$ cat config.mk
export PLATFORM = sky130hd
export DESIGN_NAME = canonical_kmer_key_stream_core
export DESIGN_NICKNAME = d
export VERILOG_FILES = /design/src/rtl/core/kkey_pkg.sv /design/src/rtl/core/kkey_front.sv /design/src/rtl/core/kkey_fifo.sv /design/src/rtl/core/kkey_div.sv /design/src/rtl/core/canonical_kmer_key_stream_core.sv
export VERILOG_INCLUDE_DIRS = /design/src /design/src/rtl/core
export SDC_FILE = /design/constraint.sdc
export NUM_CORES = 1
export LEC_CHECK = 0
export ABC_AREA = 1
export BUFFER_PORTS_ARGS = -buffer_cell sky130_fd_sc_hd__buf_2
export CORE_MARGIN = 5
export CORE_UTILIZATION = 50
export CTS_CLUSTER_DIAMETER = 100
export DETAILED_ROUTE_END_ITERATION = 10
export MAX_ROUTING_LAYER = met4
export PLACE_DENSITY = 0.67
export SLEW_MARGIN = 20
export SYNTH_ARGS = -nofsm -noshare
export SYNTH_HDL_FRONTEND = slang
export SYNTH_SLANG_ARGS = --single-unit
$ cat constraint.sdc
create_clock -name clk_i -period 18.8 [get_ports clk_i]
set_clock_uncertainty 0.2 [all_clocks]
set_input_delay 2.82 -clock clk_i [delete_from_list [all_inputs] [get_ports clk_i]]
set_output_delay 2.82 -clock clk_i [all_outputs]
set_load 0.01 [all_outputs]
$ cat src/rtl/core/canonical_kmer_key_stream_core_macros.svh
// Assertion macros shared by the k-mer key stream core.
// Assertions are left out when NO_ASSERTIONS is set.
`ifndef CANONICAL_KMER_KEY_STREAM_CORE_MACROS_SVH
`define CANONICAL_KMER_KEY_STREAM_CORE_MACROS_SVH
`ifndef NO_ASSERTIONS
`define KKEY_ASSERT(lbl, clk, rstn, prop, msg) \
  lbl: assert property (@(posedge clk) disable iff (!rstn) (prop)) else $error(msg);
`define KKEY_ASSERT_NEXT(lbl, clk, rstn, ante, cons, msg) \
  lbl: assert property (@(posedge clk) disable iff (!rstn) (ante) |=> (cons)) else $error(msg);
`else
`define KKEY_ASSERT(lbl, clk, rstn, prop, msg)
`define KKEY_ASSERT_NEXT(lbl, clk, rstn, ante, cons, msg)
`endif
`endif

$ cat src/rtl/core/kkey_pkg.sv
// Types and constants for the k-mer key stream core.
// No dependencies.
`default_nettype none
package kkey_pkg;

  localparam logic [1:0] CFG_KLEN = 2'd0;
  localparam logic [1:0] CFG_MOD  = 2'd1;
  localparam logic [1:0] CFG_BIS  = 2'd2;

  localparam logic [1:0] BIS_C2T = 2'd1;
  localparam logic [1:0] BIS_G2A = 2'd2;

  localparam logic [7:0] BYTE_NL    = 8'd10;
  localparam logic [7:0] BYTE_HDR   = 8'h3E;
  localparam logic [7:0] BYTE_PRINT = 8'd33;

  localparam logic [2:0] CODE_A = 3'd0;
  localparam logic [2:0] CODE_C = 3'd1;
  localparam logic [2:0] CODE_G = 3'd2;
  localparam logic [2:0] CODE_T = 3'd3;
  localparam logic [2:0] CODE_N = 3'd4;

  localparam int unsigned WIN_W = 64;
  localparam int unsigned MOD_W = 33;
  localparam int unsigned KEY_W = 32;

  typedef struct packed {
    logic [5:0] klen;
    logic [1:0] mode;
  } cfg_t;

  typedef struct packed {
    logic [WIN_W-1:0] canon;
    logic             fwd;
    logic [KEY_W-1:0] start;
  } job_t;

endpackage
`default_nettype wire

$ cat src/rtl/core/kkey_front.sv
// Front end: parses text bytes, rolls the k-mer windows, issues k-mer jobs.
// Depends on kkey_pkg.
`default_nettype none
module kkey_front #(
  parameter int unsigned MAX_K         = 32,
  parameter int unsigned POSITION_BITS = 32
) (
  input  wire               clk_i,
  input  wire               rst_ni,
  input  kkey_pkg::cfg_t    cfg_i,
  input  wire               klen_wr_i,
  input  wire               in_valid_i,
  output logic              in_stall_o,
  input  wire  [7:0]        text_byte_i,
  input  wire               q_full_i,
  output logic              push_o,
  output kkey_pkg::job_t    job_o
);
  import kkey_pkg::*;

  localparam int unsigned PB = POSITION_BITS;

  logic [WIN_W-1:0] fw_q, fw_d, rv_q, rv_d, mask, fw_sh, rv_sh;
  logic [5:0]       run_q, run_d, k;
  logic [PB-1:0]    cnt_q, cnt_d, diff;
  logic [PB+31:0]   diff_ext;
  logic             lstart_q, lstart_d, hdr_q, hdr_d;
  logic             accept, hdr_eff, is_base, emit;
  logic [2:0]       code;
  logic [1:0]       cb;

  assign accept     = in_valid_i && !q_full_i;
  assign in_stall_o = q_full_i;

  always_comb begin
    k = cfg_i.klen;
    if (k == 6'd0) k = 6'd1;
    if (k > 6'(MAX_K)) k = 6'(MAX_K);
  end

  always_comb begin
    unique case (text_byte_i)
      "A", "a": code = CODE_A;
      "C", "c": code = (cfg_i.mode == BIS_C2T) ? CODE_T : CODE_C;
      "G", "g": code = (cfg_i.mode == BIS_G2A) ? CODE_A : CODE_G;
      "T", "t": code = CODE_T;
      default:  code = CODE_N;
    endcase
  end

  assign cb      = code[1:0];
  assign hdr_eff = lstart_q ? (text_byte_i == BYTE_HDR) : hdr_q;
  assign is_base = (text_byte_i != BYTE_NL) && !hdr_eff && (text_byte_i >= BYTE_PRINT);

  always_comb begin
    fw_sh = {fw_q[WIN_W-3:0], cb};
    rv_sh = {2'b00, rv_q[WIN_W-1:2]};
    for (int i = 0; i < WIN_W / 2; i++) begin
      mask[2*i +: 2] = (6'(i) < k) ? 2'b11 : 2'b00;
      if (6'(i) == k - 6'd1) rv_sh[2*i +: 2] = ~cb;
    end
  end

  always_comb begin
    fw_d     = fw_q;
    rv_d     = rv_q;
    run_d    = run_q;
    cnt_d    = cnt_q;
    lstart_d = lstart_q;
    hdr_d    = hdr_q;
    emit     = 1'b0;
    if (accept) begin
      if (text_byte_i == BYTE_NL) begin
        lstart_d = 1'b1;
        hdr_d    = 1'b0;
      end else begin
        lstart_d = 1'b0;
        hdr_d    = hdr_eff;
      end
      if (is_base) begin
        if (cnt_q != {PB{1'b1}}) cnt_d = cnt_q + PB'(1);
        if (code == CODE_N) begin
          fw_d  = '0;
          rv_d  = '0;
          run_d = '0;
        end else begin
          fw_d = fw_sh & mask;
          rv_d = rv_sh & mask;
          if (run_q < k) run_d = run_q + 6'd1;
          emit = (run_d >= k);
        end
      end
    end
    if (klen_wr_i) begin
      fw_d  = '0;
      rv_d  = '0;
      run_d = '0;
    end
  end

  assign diff     = cnt_q - PB'(k - 6'd1);
  assign diff_ext = {32'b0, diff};

  assign push_o      = emit;
  assign job_o.canon = (fw_d < rv_d) ? fw_d : rv_d;
  assign job_o.fwd   = (fw_d < rv_d);
  assign job_o.start = diff_ext[31:0];

  always_ff @(posedge clk_i or negedge rst_ni) begin
    if (!rst_ni) begin
      fw_q     <= '0;
      rv_q     <= '0;
      run_q    <= '0;
      cnt_q    <= '0;
      lstart_q <= 1'b1;
      hdr_q    <= 1'b0;
    end else begin
      fw_q     <= fw_d;
      rv_q     <= rv_d;
      run_q    <= run_d;
      cnt_q    <= cnt_d;
      lstart_q <= lstart_d;
      hdr_q    <= hdr_d;
    end
  end

endmodule
`default_nettype wire

$ cat src/rtl/core/kkey_fifo.sv
// Two-entry job queue between front end and remainder unit.
// Depends on kkey_pkg and the assertion macros.
`default_nettype none
`include "canonical_kmer_key_stream_core_macros.svh"
module kkey_fifo (
  input  wire             clk_i,
  input  wire             rst_ni,
  input  wire             push_i,
  input  kkey_pkg::job_t  job_i,
  output logic            full_o,
  input  wire             pop_i,
  output logic            valid_o,
  output kkey_pkg::job_t  job_o
);
  import kkey_pkg::*;

  localparam int unsigned DEPTH = 2;
  localparam int unsigned AW    = $clog2(DEPTH);

  job_t            mem_q [DEPTH];
  logic [AW-1:0]   wp_q, rp_q;
  logic [AW:0]     cnt_q;
  logic            do_push, do_pop;

  assign full_o  = (cnt_q == (AW+1)'(DEPTH));
  assign valid_o = (cnt_q != '0);
  assign job_o   = mem_q[rp_q];
  assign do_push = push_i && !full_o;
  assign do_pop  = pop_i && valid_o;

  always_ff @(posedge clk_i) begin
    if (do_push) mem_q[wp_q] <= job_i;
  end

  always_ff @(posedge clk_i or negedge rst_ni) begin
    if (!rst_ni) begin
      wp_q  <= '0;
      rp_q  <= '0;
      cnt_q <= '0;
    end else begin
      if (do_push) wp_q <= wp_q + AW'(1);
      if (do_pop)  rp_q <= rp_q + AW'(1);
      cnt_q <= cnt_q + (AW+1)'(do_push) - (AW+1)'(do_pop);
    end
  end

  `KKEY_ASSERT(a_fifo_bound, clk_i, rst_ni, cnt_q <= (AW+1)'(DEPTH), "fifo over depth")
  `KKEY_ASSERT(a_fifo_nodrop, clk_i, rst_ni, !(push_i && full_o), "push into full fifo")

endmodule
`default_nettype wire

$ cat src/rtl/core/kkey_div.sv
// Back end: bit-serial remainder unit and output register.
// Depends on kkey_pkg and the assertion macros.
`default_nettype none
`include "canonical_kmer_key_stream_core_macros.svh"
module kkey_div (
  input  wire                          clk_i,
  input  wire                          rst_ni,
  input  wire  [kkey_pkg::MOD_W-1:0]   mod_i,
  input  wire                          q_valid_i,
  input  kkey_pkg::job_t               job_i,
  output logic                         pop_o,
  output logic                         out_valid_o,
  input  wire                          out_stall_i,
  output logic [kkey_pkg::KEY_W-1:0]   bucket_key_o,
  output logic [kkey_pkg::WIN_W-1:0]   canonical_kmer_o,
  output logic                         forward_strand_o,
  output logic [kkey_pkg::KEY_W-1:0]   start_position_o
);
  import kkey_pkg::*;

  localparam logic [1:0] ST_IDLE = 2'd0;
  localparam logic [1:0] ST_DIV  = 2'd1;
  localparam logic [1:0] ST_DONE = 2'd2;

  logic [1:0]       st_q;
  logic [5:0]       step_q;
  job_t             job_q;
  logic [WIN_W-1:0] sh_q;
  logic [MOD_W-1:0] mod_q, rem_q;
  logic [MOD_W:0]   trial, diffv;
  logic             ge, out_free, out_valid_q;

  assign out_free = !out_valid_q || !out_stall_i;
  assign pop_o    = (st_q == ST_IDLE) && q_valid_i;
  assign trial    = {rem_q, sh_q[WIN_W-1]};
  assign ge       = trial >= {1'b0, mod_q};
  assign diffv    = trial - {1'b0, mod_q};
  assign out_valid_o = out_valid_q;

  always_ff @(posedge clk_i) begin
    priority if (pop_o) begin
      job_q <= job_i;
      sh_q  <= job_i.canon;
      mod_q <= mod_i;
      rem_q <= '0;
    end else if (st_q == ST_DIV) begin
      sh_q  <= {sh_q[WIN_W-2:0], 1'b0};
      rem_q <= ge ? diffv[MOD_W-1:0] : trial[MOD_W-1:0];
    end
    if (st_q == ST_DONE && out_free) begin
      bucket_key_o     <= (mod_q == '0) ? job_q.canon[KEY_W-1:0] : rem_q[KEY_W-1:0];
      canonical_kmer_o <= job_q.canon;
      forward_strand_o <= job_q.fwd;
      start_position_o <= job_q.start;
    end
  end

  always_ff @(posedge clk_i or negedge rst_ni) begin
    if (!rst_ni) begin
      st_q        <= ST_IDLE;
      step_q      <= '0;
      out_valid_q <= 1'b0;
    end else begin
      if (st_q == ST_DONE && out_free) begin
        out_valid_q <= 1'b1;
      end else if (!out_stall_i) begin
        out_valid_q <= 1'b0;
      end
      unique case (st_q)
        ST_IDLE: begin
          step_q <= '0;
          if (q_valid_i) st_q <= ST_DIV;
        end
        ST_DIV: begin
          step_q <= step_q + 6'd1;
          if (step_q == 6'd63) st_q <= ST_DONE;
        end
        ST_DONE: begin
          if (out_free) st_q <= ST_IDLE;
        end
        default: st_q <= ST_IDLE;
      endcase
    end
  end

  `KKEY_ASSERT(a_rem_lt_mod, clk_i, rst_ni,
    !(st_q == ST_DIV && mod_q != '0) || (rem_q < mod_q), "remainder not below modulus")
  `KKEY_ASSERT_NEXT(a_done_loads, clk_i, rst_ni, st_q == ST_DONE && out_free,
    out_valid_q && st_q == ST_IDLE, "finished job not handed to output")
  `KKEY_ASSERT(a_pop_idle, clk_i, rst_ni, !pop_o || q_valid_i, "pop from empty queue")

endmodule
`default_nettype wire

$ cat src/rtl/core/canonical_kmer_key_stream_core.sv
// Canonical k-mer key stream core. Text bytes are accepted one per cycle
// while the two-entry job queue has room; while it is full every byte waits,
// whether or not it ends a k-mer. Each emitted k-mer goes through the
// remainder unit (one load, 64 shift/subtract steps, one hand-off into the
// output register), which takes no new k-mer until the last is handed off.
// Depends on kkey_pkg, kkey_front, kkey_fifo and kkey_div.
`default_nettype none
module canonical_kmer_key_stream_core #(
  parameter int unsigned MAX_K         = 32,
  parameter int unsigned POSITION_BITS = 32
) (
  input  wire                          clk_i,
  input  wire                          rst_ni,
  input  wire                          cfg_we_i,
  input  wire  [1:0]                   cfg_index_i,
  input  wire  [kkey_pkg::MOD_W-1:0]   cfg_data_i,
  input  wire                          in_valid_i,
  output logic                         in_stall_o,
  input  wire  [7:0]                   text_byte_i,
  output logic                         out_valid_o,
  input  wire                          out_stall_i,
  output logic [kkey_pkg::KEY_W-1:0]   bucket_key_o,
  output logic [kkey_pkg::WIN_W-1:0]   canonical_kmer_o,
  output logic                         forward_strand_o,
  output logic [kkey_pkg::KEY_W-1:0]   start_position_o
);
  import kkey_pkg::*;

  cfg_t             cfg_q;
  logic [MOD_W-1:0] mod_q;
  logic             klen_wr, q_full, push, q_valid, pop;
  job_t             push_job, pop_job;

  assign klen_wr = cfg_we_i && (cfg_index_i == CFG_KLEN);

  always_ff @(posedge clk_i or negedge rst_ni) begin
    if (!rst_ni) begin
      cfg_q.klen <= 6'd32;
      cfg_q.mode <= 2'd0;
      mod_q      <= MOD_W'(536870911);
    end else if (cfg_we_i) begin
      unique case (cfg_index_i)
        CFG_KLEN: cfg_q.klen <= cfg_data_i[5:0];
        CFG_MOD:  mod_q      <= cfg_data_i;
        CFG_BIS:  cfg_q.mode <= cfg_data_i[1:0];
        default:  ;
      endcase
    end
  end

  kkey_front #(
    .MAX_K         (MAX_K),
    .POSITION_BITS (POSITION_BITS)
  ) u_front (
    .clk_i       (clk_i),
    .rst_ni      (rst_ni),
    .cfg_i       (cfg_q),
    .klen_wr_i   (klen_wr),
    .in_valid_i  (in_valid_i),
    .in_stall_o  (in_stall_o),
    .text_byte_i (text_byte_i),
    .q_full_i    (q_full),
    .push_o      (push),
    .job_o       (push_job)
  );

  kkey_fifo u_fifo (
    .clk_i   (clk_i),
    .rst_ni  (rst_ni),
    .push_i  (push),
    .job_i   (push_job),
    .full_o  (q_full),
    .pop_i   (pop),
    .valid_o (q_valid),
    .job_o   (pop_job)
  );

  kkey_div u_div (
    .clk_i            (clk_i),
    .rst_ni           (rst_ni),
    .mod_i            (mod_q),
    .q_valid_i        (q_valid),
    .job_i            (pop_job),
    .pop_o            (pop),
    .out_valid_o      (out_valid_o),
    .out_stall_i      (out_stall_i),
    .bucket_key_o     (bucket_key_o),
    .canonical_kmer_o (canonical_kmer_o),
    .forward_strand_o (forward_strand_o),
    .start_position_o (start_position_o)
  );

endmodule
`default_nettype wire

==> results_dict.tcl, run 1 <==
set metrics [dict create \
    cts_max_path_buffers 3 \
    syn_nets 3654 \
    cp.arrival_ps 8140 \
    grt_max_degree 183 \
    drc 0 \
    track_usage 0.224 \
    ys_warn_count 0 \
    crit_top_cell "buf_4" \
    fin_nets 3828 \
    cts_sinks 772 \
    synth_edf_count 517 \
    grt_pass1_wl_mm 135 \
    max_freq_ghz 0.127 \
    cpMaxStageDelayCell "buf_4" \
    gp_congestion 0.924 \
    grt_pass1_vias 24500 \
    vias 24900 \
    cts_buffers 81 \
    required_ps 19090 \
    path_cells "buf_2, inv_1, nand3_1, inv_1, nor2_1, buf_4, inv_2, buf_4, o22ai_1, ha_1, a21oi_1, nor2_1, a211oi_1, o221ai_1, nand2_1, o2111ai_1, a221oi_4, buf_4, nand3_1, nand2_1" \
    ys_dominant_reg_cell "edfxtp_1" \
    finalSetupTns_ps 0 \
    die-area_sq_mm 0.0766 \
    crit_type "in2reg" \
    synthArstFlopShare 0.288 \
    multi_input_area_sq_mm 0.0116 \
    placed_area_sq_mm 0.0374 \
    dp_cells 4487 \
    syn-cell-area_sq_mm 0.0356 \
    clkTransAtPathRegs_ps 60 \
    min_period_ps 7850 \
    hold_end "u_div.canonical_kmer_o[35]" \
    num-fill-cells 5994 \
    finalInstanceArea_sq_mm 0.0402 \
    cts_tree "built" \
    wl_per_cell_microns 18.3 \
    max_cap_violations 0 \
    p_leak_nw 17.2 \
    cp_max_fo 97 \
    utilization 0.572 \
    rrSetupSlack_ps 12050 \
    cts_resized 0 \
    cts_hold_buf 0 \
    root_buffer "clkbuf_16" \
    regArea_sq_mm 0.0218 \
    port_buffers 178 \
    hold_ws_ps 217 \
    viasPerCell 5.37 \
    cts_setup_buffers 0 \
    worst_slew_pin_slew_ps 1090 \
    vdd_drop_max_mv 0.154 \
    setup_ws_ps 10950 \
    p_per_area_mw_per_mm2 144 \
    final_cells 4640 \
    fp.dieW_microns 277 \
    die_y_microns 277 \
    rsz0062_at_grt "no" \
    slew_viol_final 0 \
    max_stage_delay_ps 800 \
    rr_worst_depth 22 \
    status "finished clean" \
    hold_path.class "reg2reg" \
    synthTopCellsByArea "edfxtp_1, dfrtp_1, nand2_1" \
    r2r_end "u_fifo.mem_q[1][62]" \
    routed_wl_mm 84.8 \
    avgSynthCellArea_sq_um 10.3 \
    initial_core_util 0.507 \
    syn_inst 3457 \
    yosys_register_bits 772 \
    yosysTopAreaCellShare 0.436 \
    grt_antenna_before_repair 0 \
    worstHoldStart "u_div.job_q[68]" \
    drt-initial-drc-count 1888 \
    drive_above_1_share 0.115 \
    post-place-ws_ps 10390 \
    area_growth_pct 12.9 \
    rows 97 \
    r2r-start "cfg_q[7]" \
    cp-start-kind "input pin" \
    finalCritPeriodShare 0.418 \
    dp_hpwl_mm 58.7 \
    ios 179 \
    grt_overflow 0 \
    core_sq_mm 0.0703 \
    clock_latency_ps 640 \
    yosysTopAreaCell "edfxtp_1" \
    ys_seq_area_frac 0.612 \
    setup_violations 0 \
    antenna_cells 0 \
    hold_viol_final 0 \
    ant_nets 0 \
    crit_path_end_kind "register" \
    max-slew-margin-rel 0.274 \
    dr.pass1.iters 5 \
    ys_types 61 \
    whs_path_depth 0 \
    power.total_mw 5.81 \
    h-tree-depth 3 \
]
-- sequential cells by signal, summed over array words and instances (netlist names), 2 cells and up --
signal / count
cfg_q: 8
mod_q: 33
u_div.bucket_key_o: 32
u_div.canonical_kmer_o: 64
u_div.job_q: 97
u_div.mod_q: 33
u_div.rem_q: 33
u_div.sh_q: 64
u_div.st_q: 2
u_div.start_position_o: 32
u_div.step_q: 6
u_fifo.cnt_q: 2
u_fifo.mem_q: 194
u_front.cnt_q: 32
u_front.fw_q: 64
u_front.run_q: 6
u_front.rv_q: 64
-- cell type report --
cell class / instances / area share
timing repair buffer: 198 / 0.0271
clock inverter: 41 / 0.0127
clock buffer: 111 / 0.0553
multi-input combinational: 2105 / 0.290
inverter: 473 / 0.0442
tap: 940 / 0.0293
sequential: 772 / 0.542
-- cell usage after synthesis (4+ instances only) --
cell type,instances
nand2_1,690
edfxtp_1,517
inv_1,463
nor2_1,267
a21oi_1,225
o21ai_0,192
dfrtp_1,191
ha_1,147
nand3_1,119
a31oi_1,85
clkbuf_1,84
o22ai_1,61
xor2_1,61
xnor2_1,36
dfxtp_1,33
dfstp_2,31
mux2_2,27
nor3_1,27
nand4_1,22
o211ai_1,21
o21a_1,18
nor4_1,16
o21ai_1,14
buf_4,8
inv_2,8
a211oi_1,7
buf_2,7
buf_6,7
nand2_2,7
o221ai_1,6
nor2_2,5
o31ai_1,5
a21boi_0,4
-- placed cells by master, fill, tap and decap left out, drive strengths merged, types with 3 or more instances in the layout --
cell type,count
nand4,23
o21ai,209
nor4,16
nand2,697
or2,4
a31oi,85
o31ai,5
o221ai,6
clkinv,25
dfxtp,33
o2111ai,3
dfstp,31
o21bai,3
mux2,27
edfxtp,517
nor3,28
o21a,18
xnor2,36
buf,198
a22o,3
nor2,274
o211ai,21
nand3,120
a211oi,7
a32oi,3
a21oi,226
clkinvlp,3
clkbuf,111
o22ai,61
a21boi,5
nand3b,3
inv,478
ha,147
xor2,61
dfrtp,191
bufinv,8
-- routing by layer --
layer	vias to the layer above	global-route usage	wire length, microns
met3	141	0.0314	3510
li1	12100	-	-
met1	12100	0.295	37900
met5	-	-	0
met2	574	0.371	41400
met4	0	0.0585	2030
-- worst max path at each step --
| stage | from | cells after the start | end | slack [ps] |
|---|---|---|---|---|
| finish | cfg_index_i[1] | 20 | u_fifo.mem_q[1][96] | 10950 |
| CTS | cfg_index_i[1] | 20 | u_fifo.mem_q[0][95] | 11050 |
| floorplan | out_stall_i | 1 | u_div.bucket_key_o[0] | 8890 |
| global route | cfg_index_i[1] | 20 | u_fifo.mem_q[0][62] | 10470 |
| global placement | cfg_index_i[1] | 20 | u_fifo.mem_q[0][41] | 10460 |
| detailed placement | cfg_index_i[1] | 20 | u_fifo.mem_q[1][95] | 10390 |
-- worst max-delay path, delay by kind of cell --
kind	cells	cell delay [ps]
AND/OR/NAND/NOR	6	1010
buffers and inverters	7	2430
AO/OA/AOI/OAI	6	1390
adder cells (fa/ha/maj)	1	370
-- report_power, final --
part	switching, mW	leakage [nW]	internal [mW]
clock	0.677	1.33	0.952
combinational	1.17	7.86	0.503
sequential	0.158	8.02	2.35
-- kinds of logic after synthesis --
family,share of synthesized area
muxes,0.00854
DFF,0.612
buffers and inverters,0.0637
other,0.000105
AOI/OAI and AO/OA,0.105
xor gates and xnor gates,0.0239
adders and majority gates,0.0528
and+or+nand+nor,0.134
No activity file was read; power rests on OpenSTA's default activity.
==> run 2, diff against run 1 <==
==> constraint.sdc (replaced) <==
create_clock -name clk_i -period 8.1 [get_ports clk_i]
set_clock_uncertainty 0.2 [all_clocks]
set_input_delay 1.215 -clock clk_i [delete_from_list [all_inputs] [get_ports clk_i]]
set_output_delay 1.215 -clock clk_i [all_outputs]
set_load 0.01 [all_outputs]
==> results_dict.tcl, run 2 (same netlist as run 1, synthesis figures left out) <==
set metrics [dict create \
    rsz0062_at_grt "no" \
    finalSetupTns_ps 0 \
    utilization 0.572 \
    whs_path_depth 0 \
    p_per_area_mw_per_mm2 335 \
    p_leak_nw 17.2 \
    placed_area_sq_mm 0.0375 \
    dr.pass1.iters 5 \
    max-slew-margin-rel 0.274 \
    ios 179 \
    grt_max_degree 178 \
    pwr-share-clk 0.277 \
    die_y_microns 277 \
    setup_ws_ps 1700 \
    cts_hold_buf 0 \
    initial_core_util 0.507 \
    vias 24900 \
    clock_latency_ps 640 \
    regMostFlops "u_fifo.mem_q" \
    crit_type "reg2reg" \
    cp.arrival_ps 6690 \
    grt_overflow 0 \
    sw_frac_of_total 0.345 \
    grt_antenna_before_repair 3 \
    finalCritPeriodShare 0.790 \
    drc 0 \
    core_sq_mm 0.0703 \
    post-place-ws_ps 1370 \
    track_usage 0.223 \
    fp.dieW_microns 277 \
    required_ps 8390 \
    path_delay_family "simple AND/OR/NAND/NOR gates" \
    worstHoldStart "u_div.job_q[88]" \
    grt_pass1_vias 24400 \
    gp_congestion 0.991 \
    final_cells 4647 \
    fin_nets 3835 \
    cts_tree "built" \
    routed_wl_mm 84.8 \
    max_cap_violations 0 \
    setup_violations 0 \
    drive_above_1_share 0.117 \
    max_stage_delay_ps 580 \
    p_switching_mw 4.64 \
    root_buffer "clkbuf_16" \
    clkTransAtPathRegs_ps 60 \
    rows 97 \
    hold_end "u_div.canonical_kmer_o[55]" \
    wl_per_cell_microns 18.2 \
    crit_path_end_kind "register" \
    drt-initial-drc-count 1965 \
    r2r-start "cfg_q[7]" \
    status "finished clean" \
    grt_pass1_wl_mm 135 \
    hold_viol_final 0 \
    slew_viol_final 0 \
    worst_slew_pin_slew_ps 1090 \
    hold_ws_ps 217 \
    layout_common_cells "nand2_1, edfxtp_1, inv_1" \
    cpMaxStageDelayCell "dfstp_2" \
    top_regs "u_fifo.mem_q: 194 flops, u_div.job_q: 97 flops" \
    h-tree-depth 3 \
    hold_path.class "reg2reg" \
    final_common_cell "nand2_1" \
    r2r_end "u_fifo.mem_q[0][36]" \
    cp_max_fo 47 \
    power_frac_seq 0.432 \
    cts_setup_buffers 0 \
    die-area_sq_mm 0.0766 \
    rrSetupSlack_ps 1700 \
    cp-start-kind "register" \
    share_comb_of_total_power 0.291 \
    path_buf_inv 6 \
    antenna_cells 0 \
    cts_max_path_buffers 3 \
    rr_worst_depth 23 \
    dp_hpwl_mm 59.0 \
    path_cells "inv_1, nand2_1, nand2_1, inv_1, ha_1, inv_1, o21ai_4, inv_1, nor3_1, o21ai_0, o21ai_0, inv_1, ha_1, nand4_1, nor3_1, nor4b_1, nand2_1, nand2_1, nand2_2, nand2_2, buf_12, nand2_1, nand2_1" \
    cts_sinks 772 \
    cts_buffers 81 \
    max_freq_ghz 0.156 \
    min_period_ps 6400 \
    crit_top_cell "nand2_1" \
    power.total_mw 13.4 \
    cts_resized 0 \
    vdd_drop_max_mv 0.251 \
    viasPerCell 5.36 \
    internal_power_mw 8.81 \
    ant_nets 0 \
    finalInstanceArea_sq_mm 0.0402 \
    largest_reg_flops 194 \
    port_buffers 178 \
    dp_cells 4495 \
    area_growth_pct 12.9 \
]
run 2: final cells by class:
class	count	area, sq um
fill	6048	30100
sequential	772	21800
multi-input combinational	2105	11600
clock buffer	120	2360
inverter	473	1780
tap	940	1180
timing repair buffer	205	1140
clock inverter	32	319
run 2: per-layer routing:
metal / track usage / vias to the layer above / routed length (microns)
li1: - / 12200 / -
met1: 0.297 / 12000 / 37800
met2: 0.364 / 590 / 40700
met3: 0.0320 / 137 / 4120
met4: 0.0572 / 0 / 2140
met5: - / - / 0
run 2: power by group through the flow:
| stage | sequential [mW] | clock [mW] | combinational [mW] |
|---|---|---|---|
| 6_report | 5.82 | 3.72 | 3.91 |
| 2_1_floorplan | 5.88 | 0 | 2.73 |
| 5_1_grt | 5.89 | 3.97 | 4.40 |
| 3_5_place_dp | 5.88 | 0 | 3.91 |
| 4_1_cts | 5.81 | 3.80 | 3.94 |
| 3_3_place_gp | 5.87 | 0 | 3.86 |
run 2: worst max-delay path by stage:
stage	from	to	slack, ps	cells after the start
after global routing	cfg_q[7]	u_fifo.mem_q[1][59]	1230	23
after global placement	text_byte_i[4]	u_fifo.mem_q[0][43]	1450	26
after detailed placement	text_byte_i[3]	u_fifo.mem_q[0][59]	1370	26
after CTS	cfg_q[7]	u_fifo.mem_q[1][59]	1760	23
final	cfg_q[7]	u_fifo.mem_q[0][36]	1700	23
after floorplan	cfg_q[4]	u_fifo.mem_q[0][0]	400	21
==> run 3, diff against run 2 <==
--- a/config.mk
+++ b/config.mk
@@ -13,7 +13,7 @@
 export CTS_CLUSTER_DIAMETER = 100
 export DETAILED_ROUTE_END_ITERATION = 10
 export MAX_ROUTING_LAYER = met4
-export PLACE_DENSITY = 0.67
+export PLACE_DENSITY = 0.7
 export SLEW_MARGIN = 20
 export SYNTH_ARGS = -nofsm -noshare
 export SYNTH_HDL_FRONTEND = slang
==> constraint.sdc (replaced) <==
create_clock -name clk_i -period 5.5 [get_ports clk_i]
set_clock_uncertainty 0.2 [all_clocks]
set_input_delay 0.825 -clock clk_i [delete_from_list [all_inputs] [get_ports clk_i]]
set_output_delay 0.825 -clock clk_i [all_outputs]
set_load 0.01 [all_outputs]
==> results_dict.tcl, run 3 (same netlist as run 1, synthesis figures left out) <==
set metrics [dict create \
    die-area_sq_mm 0.0766 \
    wl_per_cell_microns 18.1 \
    crit_path_end_kind "register" \
    top_regs "u_fifo.mem_q: 194 flops, u_div.job_q: 97 flops" \
    rrSetupSlack_ps 420 \
    dr.pass1.iters 7 \
    final_common_cell "nand2_1" \
    grt_max_degree 138 \
    max-slew-margin-rel 0.292 \
    setup_violations 0 \
    max_cap_violations 0 \
    regMostFlops "u_fifo.mem_q" \
    worst_slew_pin_slew_ps 1060 \
    cp-start-kind "register" \
    status "finished clean" \
    drt-initial-drc-count 1878 \
    p_per_area_mw_per_mm2 492 \
    rows 97 \
    vias 25100 \
    fp.dieW_microns 277 \
    vdd_drop_max_mv 0.366 \
    max_freq_ghz 0.197 \
    clkTransAtPathRegs_ps 60 \
    root_buffer "clkbuf_16" \
    cp.depth 28 \
    antenna_cells 0 \
    required_ps 5670 \
    r2r_end "u_fifo.mem_q[0][70]" \
    die_y_microns 277 \
    cp.arrival_ps 5250 \
    cts_max_path_buffers 3 \
    crit_type "reg2reg" \
    port_buffers 178 \
    cts_sinks 772 \
    grt_antenna_before_repair 0 \
    drc 0 \
    busiest_layer "met2" \
    use_met2 0.367 \
    cpMaxStageDelayCell "dfstp_2" \
    h-tree-depth 3 \
    routed_wl_mm 84.9 \
    slew_viol_final 0 \
    cts_tree "built" \
    rsz0062_at_grt "no" \
    track_usage 0.224 \
    cp_max_fo 18 \
    fin_nets 3883 \
    min_period_ps 5080 \
    gp_congestion 0.969 \
    area_growth_pct 14.5 \
    cts_buffers 81 \
    dp_hpwl_mm 60.3 \
    cts_setup_buffers 0 \
    dp_cells 4543 \
    viasPerCell 5.36 \
    largest_reg_flops 194 \
    r2r-start "cfg_q[7]" \
    grt_pass1_wl_mm 135 \
    hold_viol_final 0 \
    clock_latency_ps 630 \
    utilization 0.580 \
    path_buf_inv 6 \
    core_sq_mm 0.0703 \
    drive_above_1_share 0.132 \
    critPathCapture "u_fifo.mem_q[0][70]" \
    path_delay_family "simple AND/OR/NAND/NOR gates" \
    hold_ws_ps 67.8 \
    grt_pass1_vias 24900 \
    startpoint "cfg_q[7]" \
    ant_nets 0 \
    grt_use_met1 0.298 \
    grt_overflow 0 \
    final_cells 4693 \
    cts_hold_buf 0 \
    crit_top_cell "nand2_1" \
    p_leak_nw 17.5 \
    layout_common_cells "nand2_1, edfxtp_1, inv_1" \
    finalCritPeriodShare 0.924 \
    rr_worst_depth 28 \
    use_met3 0.0338 \
    hold_path.class "in2async" \
    ios 179 \
    max_stage_delay_ps 590 \
    initial_core_util 0.507 \
]
[run 3: cell count changes in the layout (fill, tap and decap cells not counted), moves of 3 or more]
cell       delta
nor2_1        -5
nor2_2        +5
buf_12        +9
clkbuf_1      -6
bufinv_16     +3
buf_4        +39
[run 3: routing by layer]
| layer | vias up | wire, microns |
|---|---|---|
| met2 | 613 | 40900 |
| met1 | 12100 | 37800 |
| met3 | 138 | 4310 |
| li1 | 12300 | - |
| met5 | - | 0 |
| met4 | 0 | 1980 |
[run 3: area by class of cell]
| type | count | area (sq um) |
|---|---|---|
| Clock inverter | 37 | 444 |
| Multi-Input combinational cell | 2105 | 11600 |
| Tap cell | 940 | 1180 |
| Timing Repair Buffer | 253 | 1620 |
| Sequential cell | 772 | 21800 |
| Inverter | 473 | 1780 |
| Fill cell | 5877 | 29500 |
| Clock buffer | 113 | 2320 |
[run 3: timing repair]
item / CTS / global route
gates resized for setup: 0 / 8
setup endpoints to repair: 0 / 128
hold endpoints to repair: 0 / 0
[run 3: stage by stage]
step / setup TNS (ps) / power, mW / area [sq um] / setup slack [ps]
2_1_floorplan: -426430 / 12.6 / 35600 / -2200
3_3_place_gp: 0 / 14.4 / 38000 / 239
3_5_place_dp: 0 / 14.5 / 38000 / 241
4_1_cts: 0 / 20.2 / 40700 / 205
5_1_grt: 0 / 21.2 / 40800 / 41.9
6_report: 0 / 20.1 / 40800 / 418
[run 3: where the power goes]
part | internal (mW) | switching, mW | total, mW
Sequential | 8.03 | 0.540 | 8.57
Clock | 3.31 | 2.31 | 5.63
Combinational | 1.81 | 4.06 | 5.87
[run 3: worst min-delay path by stage]
stage / startpoint / end / slack, ps
detailed placement: u_div.job_q[81] / u_div.canonical_kmer_o[48] / 200
floorplan: u_div.job_q[65] / u_div.canonical_kmer_o[32] / 200
finish: rst_ni / u_front.fw_q[12] / 70
global placement: u_div.job_q[29] / u_div.start_position_o[29] / 200
global route: rst_ni / u_front.fw_q[13] / 120
CTS: rst_ni / u_front.fw_q[12] / 90
